`src/rtl/kts_pkg.sv`:
```
`timescale 1ns / 1ps
// ----------------------------------------------------------------------------
// kts_pkg: shared types and codes of the keyed task serializer
// Opcodes, status codes, sizes and the front-to-back command record.
// ----------------------------------------------------------------------------
package kts_pkg;

  localparam logic [1:0] OP_SUBMIT = 2'd0;
  localparam logic [1:0] OP_SUBMIT_KEYED = 2'd1;
  localparam logic [1:0] OP_DISPATCH = 2'd2;
  localparam logic [1:0] OP_DONE = 2'd3;

  localparam logic [2:0] ST_QUEUED = 3'd0;
  localparam logic [2:0] ST_PARKED = 3'd1;
  localparam logic [2:0] ST_REJ_STOP = 3'd2;
  localparam logic [2:0] ST_REJ_FULL = 3'd3;
  localparam logic [2:0] ST_DISPATCHED = 3'd4;
  localparam logic [2:0] ST_NONE_READY = 3'd5;
  localparam logic [2:0] ST_RELEASED = 3'd6;
  localparam logic [2:0] ST_PROMOTED = 3'd7;

  localparam int unsigned OWNER_W = 6;
  localparam int unsigned TAG_W = 16;
  localparam int unsigned IN_FLIGHT_MAX = 1023;

  // queue sizes; all powers of two so pointer wrap is a plain carry-out
  localparam int unsigned OWNER_COUNT  = 64;
  localparam int unsigned READY_DEPTH  = 256;
  localparam int unsigned PARKED_DEPTH = 8;
  localparam int unsigned TAG_BITS     = 16;

  // decoded item passed from the front end to the execution engine
  typedef struct packed {
    logic [1:0]         opcode;
    logic [OWNER_W-1:0] owner;
    logic [TAG_W-1:0]   tag;
    logic               was_keyed;
    logic               stop;
  } kts_cmd_t;

endpackage

```
`src/rtl/kts_front.sv`:
```
`timescale 1ns / 1ps
// ----------------------------------------------------------------------------
// kts_front: input stage and command queue
// Unpacks incoming items, captures the stop flag, and buffers them in a
// two-entry queue toward the execution engine.
// ----------------------------------------------------------------------------
module kts_front
  import kts_pkg::*;
(
  input  logic      clk_i,
  input  logic      rst_ni,
  input  logic      stop_i,
  input  logic      in_valid_i,
  output logic      in_ready_o,
  input  logic [1:0]         opcode_i,
  input  logic [OWNER_W-1:0] owner_i,
  input  logic [TAG_W-1:0]   tag_i,
  input  logic               was_keyed_i,
  output logic      cmd_valid_o,
  input  logic      cmd_ready_i,
  output kts_cmd_t  cmd_o
);

  kts_cmd_t  q_mem_q [2];
  logic      wr_ptr_q, rd_ptr_q;
  logic [1:0] cnt_q;
  kts_cmd_t  c;
  logic      push, pop;

  always_comb begin
    c.opcode    = opcode_i;
    c.owner     = OWNER_W'(32'(owner_i) % OWNER_COUNT);
    c.tag       = tag_i;
    c.was_keyed = was_keyed_i;
    c.stop      = stop_i;
  end

  assign in_ready_o  = (cnt_q != 2'd2);
  assign push        = in_valid_i && in_ready_o;
  assign cmd_valid_o = (cnt_q != 2'd0);
  assign pop         = cmd_valid_o && cmd_ready_i;
  assign cmd_o       = q_mem_q[rd_ptr_q];

  always_ff @(posedge clk_i) begin
    if (push) begin
      q_mem_q[wr_ptr_q] <= c;
    end
  end

  always_ff @(posedge clk_i or negedge rst_ni) begin
    if (!rst_ni) begin
      wr_ptr_q <= 1'b0;
      rd_ptr_q <= 1'b0;
      cnt_q    <= 2'd0;
    end else begin
      if (push) wr_ptr_q <= ~wr_ptr_q;
      if (pop) rd_ptr_q <= ~rd_ptr_q;
      cnt_q <= cnt_q + 2'(push) - 2'(pop);
    end
  end

endmodule

```
`config.mk`:
```
export PLATFORM = sky130hd
export DESIGN_NAME = kts_front
export DESIGN_NICKNAME = d
export VERILOG_FILES = /design/src/rtl/kts_pkg.sv /design/src/rtl/kts_front.sv
export SDC_FILE = /design/constraint.sdc
export NUM_CORES = 1
export LEC_CHECK = 0
export BUFFER_PORTS_ARGS = -buffer_cell sky130_fd_sc_hd__buf_2
export CORE_MARGIN = 4
export CORE_UTILIZATION = 55
export CTS_CLUSTER_SIZE = 20
export DETAILED_ROUTE_END_ITERATION = 8
export GPL_ROUTABILITY_DRIVEN = 1
export GPL_TIMING_DRIVEN = 0
export PLACE_DENSITY = 0.81
export SLEW_MARGIN = 15
export SYNTH_ARGS = -nofsm -noshare
export SYNTH_HDL_FRONTEND = slang
export SYNTH_SLANG_ARGS = --single-unit
```
`constraint.sdc`:
```
create_clock -name clk_i -period 5.2 [get_ports clk_i]
set_clock_uncertainty 0.2 [all_clocks]
set_input_delay 0.26 -clock clk_i [delete_from_list [all_inputs] [get_ports clk_i]]
set_output_delay 0.26 -clock clk_i [all_outputs]
set_load 0.01 [all_outputs]
```
==> flow_metrics.py, run 1 <==
metrics = {
    "critical_path": {
        "cp_data_required_time_ps": 5230,
        "r2r_cells": 7,
        "worstSetupPathType": "register to register",
        "worstPathMaxFanout": 3,
        "r2r-end": "cnt_q[1]",
        "rrSetupSlack_ps": 3260,
        "cp.arrival_ps": 1970,
        "r2r_start": "cnt_q[1]",
        "startpoint_type": "register",
        "end_kind": "register",
    },
    "routing": {
        "num_vias": 1145,
        "post_drt_via_cell_ratio": 4.811,
        "drt_iter0_markers": 54,
        "first_pass_iters": 3,
        "wl_per_cell_um": 15.38,
        "drc": 0,
        "drtAntennaViolNets": 0,
        "wirelength_um": 3660,
    },
    "placement": {
        "place.port_buffers": 57,
        "gp_congestion": 0.6624,
        "dp_hpwl_um": 2365,
        "pre_cts_slack_ps": 3061,
    },
    "sta": {
        "finalCritPeriodShare": 0.3739,
        "worst_pin_slew_ps": 757.5,
        "finalMaxSlewViolations": 0,
        "max_clock_freq_mhz": 514.3,
        "final_hold_viol_count": 0,
        "maxSlewHeadroom": 0.4938,
        "setup-tns-final_ps": 0,
        "setup_viol": 0,
        "setup_ws_ps": 3256,
        "rsz0062_at_grt": "no",
        "fin_crit_ps": 1944,
    },
    "hold_path": {
        "worstHoldPathType": "input port to register",
        "holdPathStages": 3,
        "hold_end": "rd_ptr_q",
        "min_from": "cmd_ready_i",
    },
    "die": {
        "fp.dieH_um": 70.65,
        "initial_core_util": 0.5808,
        "core_region_area_um2": 3716,
        "rows": 22,
        "die_x_um": 70.65,
        "die-area_um2": 4991,
        "io_pins": 58,
    },
    "power": {
        "power_density_nw_per_um2": 490.6,
        "peakVddDrop_mv": 0.4097,
        "p_leak_nw": 1.159,
    },
    "grt": {
        "grt_pass1_wl_um": 6203,
        "grt_max_degree": 27,
        "globalRouteOverflowTotal": 0,
        "antenna_found_initial": 0,
        "track_usage": 0.1646,
        "grt_pass1_vias": 1311,
    },
    "synthesis": {
        "synthesis.nets": 130,
        "postSynthAreaPerCell_um2": 22.02,
        "netlist_instances": 98,
        "yosys.cell_types.count": 15,
        "syn_area_um2": 2158,
        "synth_compound_area_frac": 0,
        "synth-simple-area-share": 0.01623,
        "ys_seq_area_frac": 0.7699,
        "synth_warnings": 0,
        "synth_top_family_by_area": "multiplexers",
        "synthAdderAreaFrac": 0.01159,
        "synthXorXnorAreaFrac": 0.01623,
        "synth.ff_latch_count": 56,
        "synthMuxAreaShare": 0.1687,
    },
    "clocking": {
        "cts_tree": "yes",
        "clock_latency_ps": 300,
        "postCtsSetupBuffers": 0,
        "cts_resized": 0,
        "cts.sinks": 56,
        "cts_buffers": 5,
        "clockBufferDepth": 2,
        "clkTransAtPathRegs_ps": 80,
        "cts-root-buf": "clkbuf_8",
        "h-tree-depth": 2,
        "hold_buffers": 27,
    },
    "final_layout": {
        "drive_gt1_frac": 0.5000,
        "syn_to_final_growth_pct": 32.70,
        "nNetsFinal": 221,
        "n_antenna_cell": 0,
        "post-route-util": 0.7707,
    },
    "run_status": {
        "status": "complete, no violations",
    },
    "job": {
        "drv_cap": 0,
    },
}
==> worst max-delay path: stages, from the launching register on <==
cell and delay (ps):
dfrtp_1 420, or2_1 270, and2_4 180, ha_1 270
inv_1 40, ha_1 190, xnor2_1 180, xnor2_1 140
==> through the flow <==
step / cell area, µm² / instances / total power, mW / hold WS, ps
after floorplan: 2158 / 98 / 1.018 / -235.6
after global placement: 2504 / 203 / 1.160 / -134.0
after detailed placement: 2511 / 203 / 1.189 / -128.1
after CTS: 2863 / 238 / 1.425 / 63.61
after global routing: 2864 / 238 / 1.483 / 85.01
final: 2864 / 238 / 1.405 / 80.73
==> cell usage in the layout, fill, tap and decap left out <==
master	synthesis	routed
and2_4	1	1
and3_2	0	1
buf_2	0	57
buf_6	3	3
clkbuf_1	0	2
clkbuf_8	0	5
clkinv_2	0	1
dfrtp_1	4	4
dlygate4sd3_1	0	27
edfxtp_1	52	52
ha_1	2	2
inv_1	1	1
mux2_2	7	7
mux2_4	19	19
nand2_1	1	1
nand2b_1	1	1
nor2_4	0	1
or2_1	1	1
xnor2_1	3	3
xor2_1	1	1
==> metal layers <==
metal	GRT usage	share of wire
met3	0.03977	0.049
met1	0.1834	0.39
met5	0	0
met2	0.3004	0.54
met4	0.06889	0.019
==> flip-flops by register name, indices dropped and copies added (netlist names) <==
name	count
cnt_q	2
q_mem_q	52
wr_ptr_q	1
rd_ptr_q	1
==> how the worst max path moves through the flow <==
stage	end	slack, ps	start
6_report	cnt_q[1]	3260	cnt_q[1]
4_1_cts	q_mem_q[1][14]	3040	cnt_q[0]
5_1_grt	cnt_q[1]	3150	cnt_q[1]
2_1_floorplan	q_mem_q[0][0]	2820	cnt_q[1]
3_3_place_gp	q_mem_q[0][13]	2380	cnt_q[1]
3_5_place_dp	q_mem_q[1][17]	3060	cnt_q[0]
==> logic make-up (layout without fill, tap and decap cells) <==
family                     count (synthesis)  in the layout
DFF                                       56             56
muxes                                     26             26
and+or+nand+nor                            6              6
xor gates and xnor gates                   4              4
buffers and inverters                      4             96
adders and majority gates                  2              2
==> power breakdown <==
part | leakage (nW) | internal [mW] | total, mW | switching [mW]
Combinational | 0.588 | 0.277 | 0.529 | 0.251
Sequential | 0.530 | 0.620 | 0.655 | 0.0350
Clock | 0.0422 | 0.0948 | 0.221 | 0.126
Total | 1.16 | 0.993 | 1.41 | 0.413
==> Yosys cell counts <==
cell type / number / area share
mux2_4: 19 / 0.13
and2_4: 1 / 0.0041
buf_6: 3 / 0.016
and3_1: 1 / 0.0029
mux2_2: 7 / 0.037
xnor2_1: 3 / 0.012
nor2_1: 1 / 0.0017
inv_1: 1 / 0.0017
nand2b_1: 1 / 0.0029
edfxtp_1: 52 / 0.72
xor2_1: 1 / 0.0041
nand2_1: 1 / 0.0017
dfrtp_1: 4 / 0.046
or2_1: 1 / 0.0029
ha_1: 2 / 0.012
==> final cells by class <==
| class | instances | area, µm² |
|---|---|---|
| clock inverters | 1 | 5.005 |
| multi-input cells | 38 | 467.9 |
| repair buffers | 84 | 555.5 |
| plain buffers | 3 | 33.78 |
| flip-flops and latches | 56 | 1662 |
| well taps | 48 | 60.06 |
| fillers | 234 | 852.1 |
| clock buffers | 7 | 76.32 |
| inverters | 1 | 3.754 |
No activity file was read; power rests on OpenSTA's default activity.
==> run 2, diff against run 1 <==
--- a/config.mk
+++ b/config.mk
@@ -5,14 +5,15 @@
 export SDC_FILE = /design/constraint.sdc
 export NUM_CORES = 1
 export LEC_CHECK = 0
+export ABC_AREA = 1
 export BUFFER_PORTS_ARGS = -buffer_cell sky130_fd_sc_hd__buf_2
 export CORE_MARGIN = 4
-export CORE_UTILIZATION = 55
+export CORE_UTILIZATION = 51
 export CTS_CLUSTER_SIZE = 20
 export DETAILED_ROUTE_END_ITERATION = 8
 export GPL_ROUTABILITY_DRIVEN = 1
 export GPL_TIMING_DRIVEN = 0
-export PLACE_DENSITY = 0.81
+export PLACE_DENSITY = 0.76
 export SLEW_MARGIN = 15
 export SYNTH_ARGS = -nofsm -noshare
 export SYNTH_HDL_FRONTEND = slang
==> constraint.sdc (replaced) <==
create_clock -name clk_i -period 2.04 [get_ports clk_i]
set_clock_uncertainty 0.2 [all_clocks]
set_input_delay 0.102 -clock clk_i [delete_from_list [all_inputs] [get_ports clk_i]]
set_output_delay 0.102 -clock clk_i [all_outputs]
set_load 0.01 [all_outputs]
==> flow_metrics.py, run 2 <==
metrics = {
    "run_status": {
        "status": "complete, no violations",
    },
    "routing": {
        "post_drt_via_cell_ratio": 4.548,
        "num_vias": 1419,
        "wirelength_um": 3797,
        "drtAntennaViolNets": 0,
        "wl_per_cell_um": 12.17,
        "drt_iter0_markers": 54,
        "first_pass_iters": 4,
        "drc": 0,
    },
    "final_layout": {
        "largest_reg_flops": 52,
        "fin_cells": 312,
        "fillers": 275,
        "final_cell_mix": "86 x nand2_1, 57 x buf_2, 52 x edfxtp_1",
        "final_area_um2": 2900,
        "reg_top3": "q_mem_q x52, cnt_q x2",
        "multiInputGateArea_um2": 405.4,
        "layout_commonest_cell": "nand2_1",
        "n_antenna_cell": 0,
        "drive_gt1_frac": 0.2901,
        "seqCellArea_um2": 1662,
        "syn_to_final_growth_pct": 34.45,
        "regMostFlops": "q_mem_q",
        "nNetsFinal": 293,
    },
    "sta": {
        "finalMaxSlewViolations": 0,
        "rsz0062_at_grt": "no",
        "fin_crit_ps": 1842,
        "final_hold_viol_count": 0,
        "maxSlewHeadroom": 0.4893,
        "finalCritPeriodShare": 0.9030,
        "worst_hold_slack_ps": 314.8,
        "worst_pin_slew_ps": 764.3,
        "setup_viol": 0,
        "max_clock_freq_mhz": 542.9,
    },
    "power": {
        "power.internal_mw": 2.346,
        "power_density_nw_per_um2": 1236,
        "peakVddDrop_mv": 0.7629,
        "power.share.sequential": 0.458,
        "p_leak_nw": 1.285,
        "sw_frac_of_total": 0.3458,
        "p_switching_mw": 1.240,
        "power_frac_comb": 0.388,
        "pwr-share-clk": 0.154,
    },
    "die": {
        "core_region_area_um2": 4058,
        "rows": 23,
        "die-area_um2": 5334,
        "die_x_um": 73.04,
        "fp.dieH_um": 73.04,
        "initial_core_util": 0.5316,
        "io_pins": 58,
    },
    "critical_path": {
        "rrSetupSlack_ps": 200,
        "startpoint_type": "register",
        "critical-path-max-stage-delay_ps": 510,
        "worstPathMaxFanout": 26,
        "worstSetupPathType": "register to register",
        "path_cells": "inv_1 -> nand2_1 -> nand3_1 -> clkinvlp_4",
        "cp_data_required_time_ps": 1700,
        "cpMaxStageDelayCell": "clkinvlp_4",
        "path_delay_family": "buffers and inverters",
        "cp.arrival_ps": 1510,
        "worstPathBufferInverterCount": 2,
        "end_kind": "register",
    },
    "grt": {
        "grt_pass1_wl_um": 6154,
        "grt_max_degree": 27,
        "track_usage": 0.1565,
        "grt_pass1_vias": 1349,
        "antenna_found_initial": 0,
        "globalRouteOverflowTotal": 0,
    },
    "placement": {
        "dpl_cell_area_um2": 2512,
        "gp_congestion": 0.7126,
        "placed_cells_incl_taps": 274,
        "place.port_buffers": 57,
        "dp_hpwl_um": 2364,
    },
    "clocking": {
        "clkTransAtPathRegs_ps": 80,
        "cts-root-buf": "clkbuf_8",
        "cts.sinks": 56,
        "h-tree-depth": 2,
        "clockBufferDepth": 2,
        "cts_tree": "yes",
        "clock_latency_ps": 290,
        "cts_buffers": 5,
    },
    "synthesis": {
        "synth_top_area_frac": 0.7239,
        "netlist_instances": 167,
        "postSynthAreaPerCell_um2": 12.92,
        "synthTopCellsByCount": "86 x nand2_1, 52 x edfxtp_1, 8 x inv_1",
        "synth_top_cell_by_area": "edfxtp_1",
        "synth_edf_count": 52,
        "synth.ff_latch_count": 56,
        "ys_seq_area_frac": 0.7703,
        "yosys.cell_types.count": 12,
        "synthesis.nets": 199,
        "synthMostInstantiatedCell": "nand2_1",
        "async_flop_share": 0.07143,
        "synth_top_flop_cell": "edfxtp_1",
        "syn_area_um2": 2157,
        "synth_warnings": 0,
        "synth.area.top_cells": "edfxtp_1 72%, nand2_1 15%, dfrtp_1 4.6%",
    },
    "hold_path": {
        "worstHoldPathType": "register to register",
    },
    "job": {
        "drv_cap": 0,
    },
}
[run 2: cell count changes after synthesis, moves of 3 or more]
cell / change
mux2_2: -7
nand2_2: +5
nand2_1: +85
nand3_1: +3
inv_1: +7
xnor2_1: -3
mux2_4: -19
[run 2: power groups by stage]
stage,clock [mW],sequential (mW),combinational (mW)
6_report,0.552,1.64,1.39
3_3_place_gp,0,1.67,1.33
2_1_floorplan,0,1.66,0.869
3_5_place_dp,0,1.67,1.36
5_1_grt,0.628,1.67,1.57
4_1_cts,0.565,1.65,1.41
[run 2: metal layers]
metal | global-route usage | vias to the layer above | routed length, µm
met5 | 0 | - | 0
li1 | - | 738 | -
met2 | 0.2790 | 47 | 2005
met3 | 0.05096 | 4 | 284
met4 | 0.03689 | 0 | 21
met1 | 0.1816 | 630 | 1485
[run 2: logic make-up after synthesis]
group,synth area share
adder cells (fa/ha/maj),0.01160
flip-flops,0.7703
AND/OR/NAND/NOR,0.1729
buffers and inverters,0.04524
[run 2: cell type report]
type,instances,area share
Buffer,5,0.01941
Clock buffer,6,0.02502
Clock inverter,2,0.003883
Inverter,9,0.01553
Multi-Input combinational cell,97,0.1398
Sequential cell,56,0.5729
Tap cell,50,0.02157
Timing Repair Buffer,87,0.2019
[run 2: through the flow]
stage	power, mW	worst slack [ps]	util	TNS (ps)
finish	3.586	198.0	0.7148	0
global route	3.871	42.01	0.7148	0
CTS	3.619	31.16	0.7138	0
detailed placement	3.032	61.42	0.6192	0
global placement	2.998	-190.0	0.6179	-4901
floorplan	2.525	119.0	-	0
[run 2: final timing paths]
kind / from / to / depth (start not counted)
max: cnt_q[0] / q_mem_q[0][1] / 4
max in group asynchronous: rst_ni / rd_ptr_q / 3
min: cnt_q[0] / cnt_q[0] / 1
min in group asynchronous: rst_ni / cnt_q[1] / 3
min reg2reg: cnt_q[0] / cnt_q[0] / 1
max reg2reg: cnt_q[0] / q_mem_q[0][1] / 4
[run 2: repair_timing]
item / 4_1_cts / 5_1_grt
hold buffers: 30 / 0
setup buffers: 0 / 0
setup endpoints to repair: 0 / 26
resized for setup: 0 / 1
hold endpoints to repair: 58 / 0
==> run 3, diff against run 2 <==
==> constraint.sdc (replaced) <==
create_clock -name clk_i -period 1.8 [get_ports clk_i]
set_clock_uncertainty 0.2 [all_clocks]
set_input_delay 0.09 -clock clk_i [delete_from_list [all_inputs] [get_ports clk_i]]
set_output_delay 0.09 -clock clk_i [all_outputs]
set_load 0.01 [all_outputs]
==> flow_metrics.py, run 3 (synthesis gave the netlist of run 2 again) <==
metrics = {
    "run_status": {
        "status": "complete, no violations",
    },
    "power": {
        "peakVddDrop_mv": 0.9183,
        "power_density_nw_per_um2": 1450,
        "p_leak_nw": 1.306,
        "power_mw": 4.278,
    },
    "die": {
        "fp.dieH_um": 73.04,
        "die-area_um2": 5334,
        "core_region_area_um2": 4058,
        "io_pins": 58,
        "rows": 23,
        "initial_core_util": 0.5316,
        "die_x_um": 73.04,
    },
    "sta": {
        "worst_pin_slew_ps": 406.5,
        "setup_viol": 0,
        "rsz0062_at_grt": "no",
        "maxSlewHeadroom": 0.7284,
        "finalCritPeriodShare": 0.9212,
        "fin_crit_ps": 1658,
        "max_clock_freq_mhz": 603.1,
        "worst_hold_slack_ps": 282.0,
        "final_hold_viol_count": 0,
        "finalMaxSlewViolations": 0,
    },
    "routing": {
        "post_drt_via_cell_ratio": 4.694,
        "drtAntennaViolNets": 0,
        "drc": 0,
        "num_vias": 1474,
        "drt_iter0_markers": 51,
        "first_pass_iters": 4,
        "wirelength_um": 4145,
        "wl_per_cell_um": 13.20,
    },
    "clocking": {
        "cts_tree": "yes",
        "h-tree-depth": 2,
        "clock_latency_ps": 300,
        "cts.sinks": 56,
        "cts-root-buf": "clkbuf_8",
        "clockBufferDepth": 2,
        "cts_buffers": 5,
        "clkTransAtPathRegs_ps": 90,
        "postCtsSetupBuffers": 0,
    },
    "final_layout": {
        "final_cell_mix": "85 x nand2_1, 57 x buf_2, 52 x edfxtp_1",
        "layout_commonest_cell": "nand2_1",
        "largest_reg_flops": 52,
        "n_antenna_cell": 0,
        "drive_gt1_frac": 0.3068,
        "regMostFlops": "q_mem_q",
        "syn_to_final_growth_pct": 36.77,
        "reg_top3": "q_mem_q x52, cnt_q x2",
        "nNetsFinal": 295,
        "post-route-util": 0.7271,
    },
    "critical_path": {
        "startpoint_type": "register",
        "cp_data_required_time_ps": 1810,
        "worstPathMaxFanout": 4,
        "rrSetupSlack_ps": 140,
        "end_kind": "register",
        "cp.arrival_ps": 1670,
        "worstSetupPathType": "register to register",
    },
    "grt": {
        "grt_max_degree": 17,
        "grt_pass1_vias": 1449,
        "antenna_found_initial": 0,
        "track_usage": 0.1660,
        "grt_pass1_wl_um": 6499,
        "globalRouteOverflowTotal": 0,
    },
    "job": {
        "drv_cap": 0,
    },
    "placement": {
        "dp_hpwl_um": 2478,
        "gp_congestion": 0.6527,
        "place.port_buffers": 57,
    },
    "hold_path": {
        "worstHoldPathType": "register to register",
    },
}
==> run 3: path summary, 6_finish.rpt <==
check	from	endpoint	cells past startpoint
hold reg to reg	wr_ptr_q	wr_ptr_q	2
hold / removal	wr_ptr_q	wr_ptr_q	2
setup / recovery	cnt_q[1]	cnt_q[1]	7
setup reg to reg	cnt_q[1]	cnt_q[1]	7
max in group asynchronous	rst_ni	rd_ptr_q	3
min in group asynchronous	rst_ni	cnt_q[1]	3
==> run 3: per-stage QoR <==
stage	cell area, µm²	TNS (ps)	cells	worst slack [ps]
floorplan	2165	0	167	72.01
global placement	2512	-5053	274	-165.7
detailed placement	2512	-5105	274	-178.3
CTS	2933	0	313	78.97
global route	2950	0	314	26.39
finish	2950	0	314	141.8
==> run 3: per-layer routing <==
layer,global-route usage,share of wire
met1,0.1929,0.42
met5,0,0
met2,0.2939,0.51
met3,0.04545,0.054
met4,0.05533,0.013
==> run 3: area by class of cell <==
class	instances	area (µm²)
multi-input combinational	98	424.2
timing repair inverter	1	7.507
buffer	5	56.30
inverter	9	45.04
tap	50	62.56
sequential	56	1662
timing repair buffer	87	585.6
fill	283	1107
clock buffer	6	72.57
clock inverter	2	35.03
==> run 3: critical path, cell delays in order, from the launching register on <==
cell and delay (ps):
dfrtp_1 410, nand2_1 150, nand2_2 140, ha_1 300
inv_1 40, ha_1 180, nand3_1 80, nand2_1 50
==> run 3: timing repair <==
| item | in CTS | in global routing |
|---|---|---|
| gates resized for setup | 3 | 2 |
| endpoints found under the setup margin | 52 | 1 |
| pin swaps | 0 | 0 |
| hold buffers | 29 | 1 |
| endpoints found under the hold margin | 57 | 1 |
| gates cloned | 2 | 0 |
==> run 3: power breakdown <==
group	internal, mW	total (mW)	switching (mW)
combinational	0.618	1.63	1.02
sequential	1.78	1.86	0.0835
clock	0.413	0.779	0.366
total	2.81	4.28	1.47
